===== config.mk =====
export PLATFORM = sky130hd
export DESIGN_NAME = cmi_cell_update
export DESIGN_NICKNAME = d
export VERILOG_FILES = /design/src/rtl/cmi_pkg.sv /design/src/rtl/cmi_cell_update.sv
export SDC_FILE = /design/constraint.sdc
export NUM_CORES = 1
export LEC_CHECK = 0
export BUFFER_PORTS_ARGS = -buffer_cell sky130_fd_sc_hd__clkbuf_2
export CAP_MARGIN = 0
export CORE_AREA = 8 8 45 47
export DETAILED_ROUTE_END_ITERATION = 16
export DIE_AREA = 0 0 53 55
export PLACE_DENSITY = 0.65
export SLEW_MARGIN = 40
export SYNTH_ARGS = -nofsm -noshare
export SYNTH_HDL_FRONTEND = slang
export SYNTH_SLANG_ARGS = --single-unit
export TNS_END_PERCENT = 10

===== constraint.sdc =====
create_clock -name vclk -period 1.65
set_clock_uncertainty 0.05 [all_clocks]
set_input_delay 0.165 -clock vclk [all_inputs]
set_output_delay 0.165 -clock vclk [all_outputs]
set_load 0.005 [all_outputs]

===== src/rtl/cmi_pkg.sv =====
// ----------------------------------------------------------------------------
// cmi_pkg
// Shared types and codes of the costmap inflation block.
// ----------------------------------------------------------------------------
package cmi_pkg;

    localparam logic [1:0] KIND_TABLE_WR = 2'd0;
    localparam logic [1:0] KIND_CELL_WR  = 2'd1;
    localparam logic [1:0] KIND_RUN      = 2'd2;
    localparam logic [1:0] KIND_CELL_RD  = 2'd3;

    localparam logic RES_READ = 1'b0;
    localparam logic RES_DONE = 1'b1;

    localparam logic [2:0] CFG_MAP_WIDTH    = 3'd0;
    localparam logic [2:0] CFG_MAP_HEIGHT   = 3'd1;
    localparam logic [2:0] CFG_RADIUS_CELLS = 3'd2;
    localparam logic [2:0] CFG_FILL_UNKNOWN = 3'd3;
    localparam logic [2:0] CFG_LETHAL_CODE  = 3'd4;
    localparam logic [2:0] CFG_UNKNOWN_CODE = 3'd5;

    localparam logic [8:0] RST_MAP_WIDTH    = 9'd256;
    localparam logic [8:0] RST_MAP_HEIGHT   = 9'd256;
    localparam logic [3:0] RST_RADIUS       = 4'd0;
    localparam logic       RST_INFLATE      = 1'b0;
    localparam logic [7:0] RST_LETHAL_CODE  = 8'd254;
    localparam logic [7:0] RST_UNKNOWN_CODE = 8'd255;

    localparam logic signed [8:0] SKIP_COST = -9'sd1;

    typedef struct packed {
        logic       wr_en;
        logic [7:0] value;
    } cmi_upd_t;

endpackage


===== src/rtl/cmi_cell_update.sv =====
// ----------------------------------------------------------------------------
// cmi_cell_update
// Compare unit that decides the new value of one window cell.
// ----------------------------------------------------------------------------
module cmi_cell_update (
    input  logic              [7:0] old_value,
    input  logic signed       [8:0] cost,
    input  logic              [7:0] unknown_code,
    input  logic                    fill_unknown,
    output cmi_pkg::cmi_upd_t       upd
);
    import cmi_pkg::*;

    logic [7:0] cost8;

    assign cost8 = cost[7:0];

    always_comb
    begin
        upd.value = cost8;
        if (cost == SKIP_COST)
        begin
            upd.wr_en = 1'b0;
        end
        else if (old_value == unknown_code)
        begin
            upd.wr_en = fill_unknown;
        end
        else
        begin
            upd.wr_en = (cost8 > old_value);
        end
    end

endmodule


==> results of run 1 <==
==> cell type report <==
type | instances | area share, %
timing repair buffer | 37 | 35.0
multi-input combinational | 36 | 55.6
inverter | 9 | 6.08
tap | 16 | 3.35
==> synthesized netlist by cell type <==
| cell | number | area share [%] |
|---|---|---|
| nor4_1 | 1 | 1.6 |
| a21oi_1 | 3 | 3.9 |
| nor4_2 | 1 | 3.2 |
| o311ai_1 | 1 | 2.3 |
| inv_1 | 9 | 8.7 |
| ha_1 | 8 | 26 |
| nor2_1 | 2 | 1.9 |
| a21boi_0 | 1 | 1.9 |
| nor2b_1 | 1 | 1.6 |
| xor2_1 | 8 | 18 |
| o211ai_1 | 1 | 1.9 |
| nor3_1 | 1 | 1.3 |
| nand4_1 | 3 | 4.8 |
| nand3_1 | 2 | 2.6 |
| o31ai_2 | 1 | 3.2 |
| nand2_1 | 2 | 1.9 |
| buf_4 | 8 | 15 |
==> repair_timing <==
item	CTS	global route
buffers inserted	1	0
pin swaps	4	4
gates resized for setup	3	8
setup endpoints to repair	1	1
==> metal layers <==
| metal | part of all wire, % | wire [microns] | track usage [%] | vias up |
|---|---|---|---|---|
| li1 | - | - | - | 236 |
| met1 | 34 | 402 | 7.99 | 186 |
| met2 | 55 | 639 | 14.8 | 19 |
| met3 | 9.6 | 112 | 1.60 | 2 |
| met4 | 1.4 | 16 | 1.29 | 0 |
| met5 | 0 | 0 | 0 | - |
==> worst min path at each step <==
stage	from	to	slack, ns	cells after the start
after floorplan	cost[0]	upd[0]	0.36	1
after global placement	cost[6]	upd[6]	0.49	2
after detailed placement	cost[6]	upd[6]	0.49	2
after CTS	cost[6]	upd[6]	0.49	2
after global routing	cost[5]	upd[5]	0.50	2
final	cost[2]	upd[2]	0.49	2
==> power groups by stage <==
stage | Clock [uW] | Combinational [uW] | Sequential, uW
final | 0 | 142 | 0
after global routing | 0 | 160 | 0
after CTS | 0 | 131 | 0
after detailed placement | 0 | 123 | 0
after global placement | 0 | 120 | 0
after floorplan | 0 | 70.8 | 0
==> per-stage QoR <==
stage	cells	setup WS, ns
5_1_grt	98	-0.0308
3_3_place_gp	97	-0.0225
2_1_floorplan	53	0.243
4_1_cts	98	-0.0269
3_5_place_dp	97	-0.0474
6_report	98	0.00580
==> cells by family after synthesis <==
family          Yosys count  share of synthesized area, %
compound gates            7                          13.2
xor+xnor                  8                          18.0
fa+ha+maj                 8                          25.7
buf+inv                  17                          24.1
simple gates             13                          19.0
==> results.ini, run 1 <==
[outcome]
outcome=completed

[critical_path]
path_max_fanout=2
critPathLaunch=old_value[1]
end_kind=output port
worstSetupPathType=input pin to output port
max_stage_delay_ns=0.30
endpoint=upd[8]
crit_arrival_ns=1.43
path_buf_inv=3
cp_slowest_cell=o311ai_1
cp_top_family=compound AO/OA/AOI/OAI gates
path_depth=9
start_kind=input pin
crit_chain=buf_8 -> inv_4 -> ha_4 -> nor2b_4 -> o211ai_1 -> a21oi_1 -> o311ai_1 -> o31ai_2 -> buf_2
worstPathRequired_ns=1.43

[final_layout]
final_common_cell=clkbuf_2
seq_cell_count=0
mostFrequentLayoutCells=clkbuf_2 (32), inv_1 (8), xor2_1 (8)
num_antenna_cells=0
multi_input_area_sq_um=332
regArea_sq_um=0
fill_cells=152
utilization_pct=43.1
nClkBuffers=0
drive_above_1_share_pct=53.7
area_growth_pct=53.4
fin_area_sq_um=597
nets=118

[global_routing]
antenna_found_initial=0
grt_pass1_vias=436
grt_pass1_wl_microns=1790
grt_max_degree=4
track_usage_pct=7.52
grt_overflow=0

[floorplanning]
pin_count=35
dieArea_sq_um=2920
die_y_microns=55
coreArea_sq_um=1380
start_util_pct=28.1
die_w_microns=53
rows=14

[timing]
slew_headroom_pct=79.0
worst_slew_pin_slew_ns=0.310
fmax_mhz=608
hold_violations=0
worst_hold_slack_ns=0.486
maxSlewViolCount=0
finalSetupTns_ns=0
period_minus_slack_ns=1.64
min_period_over_period_pct=99.6
rsz0062_at_grt=true
setup_viol_count_final=0

[drt]
wl_microns=1170
detail-route-antenna-nets=0
remaining_drc_errors=0
via_per_inst=4.52
vias=443
drtIter0Drc=2
drtPass1Iterations=4
wire_per_inst_microns=11.9

[yosys]
synthesis.nets=87
syn-cell-area_sq_um=389
synthCells=53
synth_area_per_cell_sq_um=7.34
synth_cell_types=17
synth_warnings=0
synth.yosys.seq_area_share_pct=0

[run]
drv_cap=0

[power_and_ir_drop]
power.density_nw_per_um2=237
power.leakage_uw=0.000334
swShare_pct=45.2
p_sw_uw=64.1
finalPower_uw=142
ir_drop_v=0.0000898
seq_power_share_pct=0
clockPowerShare_pct=0
p_comb_share_pct=100.0
p_int_uw=77.6

[hold_path]
hold_path.class=input pin to output port

[placed_design]
gp_congestion=0.827
dpl_cell_area_sq_um=532
numPortBuffers=35
hpwlAfterDp_microns=1060

[clock_network]
hold_buffers=0

(Power assumes the default switching activity.)
==> run 2, diff against run 1 <==
- BUFFER_PORTS_ARGS: -buffer_cell sky130_fd_sc_hd__clkbuf_2 -> not set
- DONT_BUFFER_PORTS: not set -> 1
- GPL_TIMING_DRIVEN: not set -> 0
- PLACE_DENSITY: 0.65 -> not set
- clock period: 1.65 -> 1.6 ns (I/O delays scaled with it)
==> run 2 against run 1 <==
Net effect:
- global-route usage shrank 1.0 points
- combinational power down 41%
- worst setup slack improved by 0.062 ns
- count of clock-buffer cells in the layout unchanged
- die area did not move
- via count down 24%
- total power fell by 41%
- hold slack got worse by 0.13 ns
==> results.ini, run 2 (synthesis results as in run 1) <==
[outcome]
outcome=completed

[global_routing]
track_usage_pct=6.49
grt_max_degree=4
grt_pass1_vias=383
grt_overflow=0
antenna_found_initial=0
grt_pass1_wl_microns=1520

[power_and_ir_drop]
power.density_nw_per_um2=205
power.leakage_uw=0.000206
finalPower_uw=84.0
ir_drop_v=0.0000585

[floorplanning]
start_util_pct=28.1
die_w_microns=53
pin_count=35
die_y_microns=55
rows=14
coreArea_sq_um=1380
dieArea_sq_um=2920

[run]
drv_cap=0

[drt]
wl_met2_microns=488
remaining_drc_errors=0
top_layer=met3
wl_microns=1000
drtPass1Iterations=2
dr_wl_met3_microns=174
via_per_inst=4.87
vias=336
drtIter0Drc=2
drt-met1-wl_microns=340
detail-route-antenna-nets=0
wire_per_inst_microns=14.5

[final_layout]
final_common_cell=inv_1
drive_above_1_share_pct=18.9
nets=89
utilization_pct=29.6
final_cells=69
regArea_sq_um=0
nClkBuffers=0
seq_cell_count=0
num_antenna_cells=0
area_growth_pct=5.14
mostFrequentLayoutCells=inv_1 (9), xor2_1 (8), ha_1 (8), buf_4 (8)

[clock_network]
hold_buffers=0
cts_resized=0
cts_setup_buffers=0

[timing]
finalSetupTns_ns=0
fmax_mhz=653
min_period_over_period_pct=95.7
setup_viol_count_final=0
period_minus_slack_ns=1.53
slew_headroom_pct=77.9
hold_violations=0
rsz0062_at_grt=false
maxSlewViolCount=0
worst_slew_pin_slew_ns=0.327

[placed_design]
hpwlAfterDp_microns=968
numPortBuffers=0
dp.cells=69
gp_congestion=0.789

[critical_path]
crit_arrival_ns=1.32
worstPathRequired_ns=1.39
critPathLaunch=old_value[1]
endpoint=upd[8]
end_kind=output port
path_max_fanout=2
start_kind=input pin
worstSetupPathType=input pin to output port

[hold_path]
hold_path.class=input pin to output port

## run 2: cell count changes in the layout (fill, tap and decap cells not counted), sizes merged
cell	before	now
buf	4	8
clkbuf	33	0
## run 2: layer usage
layer,global-route usage [%],vias to the layer above
met5,0,-
met1,7.24,144
met2,11.1,18
met4,0,0
met3,3.74,0
li1,-,174
## run 2: area by class of cell
cell class,count,area [sq um]
plain buffers,8,60.1
multi-input cells,36,295
inverters,9,33.8
well taps,16,20.0
fillers,162,975
## run 2: critical path, stage by stage
cell      delay [ns]
inv_1           0.02
ha_1            0.29
nor2b_1         0.14
o211ai_1        0.15
a21oi_1         0.10
o311ai_1        0.31
o31ai_2         0.15
## run 2: through the flow
step                      setup WS, ns  hold WS [ns]  instance area, sq um
after floorplan                  0.203         0.351                   389
after CTS                       0.0748         0.355                   409
after detailed placement        0.0751         0.355                   409
after global placement           0.143         0.355                   409
final                           0.0680         0.353                   409
after global routing           0.00320         0.355                   409
## run 2: how the worst min path moves through the flow
stage | start | end | slack [ns] | cells past startpoint
after floorplan | cost[0] | upd[0] | 0.35 | 1
after global placement | cost[1] | upd[1] | 0.36 | 1
after detailed placement | cost[2] | upd[2] | 0.35 | 1
after CTS | cost[2] | upd[2] | 0.35 | 1
after global routing | cost[6] | upd[6] | 0.35 | 1
final | cost[2] | upd[2] | 0.35 | 1
## run 2: report_power, final
group,total (uW),internal [uW],switching [uW]
logic,84.0,45.9,38.1
clock network,0,0,0
registers,0,0,0
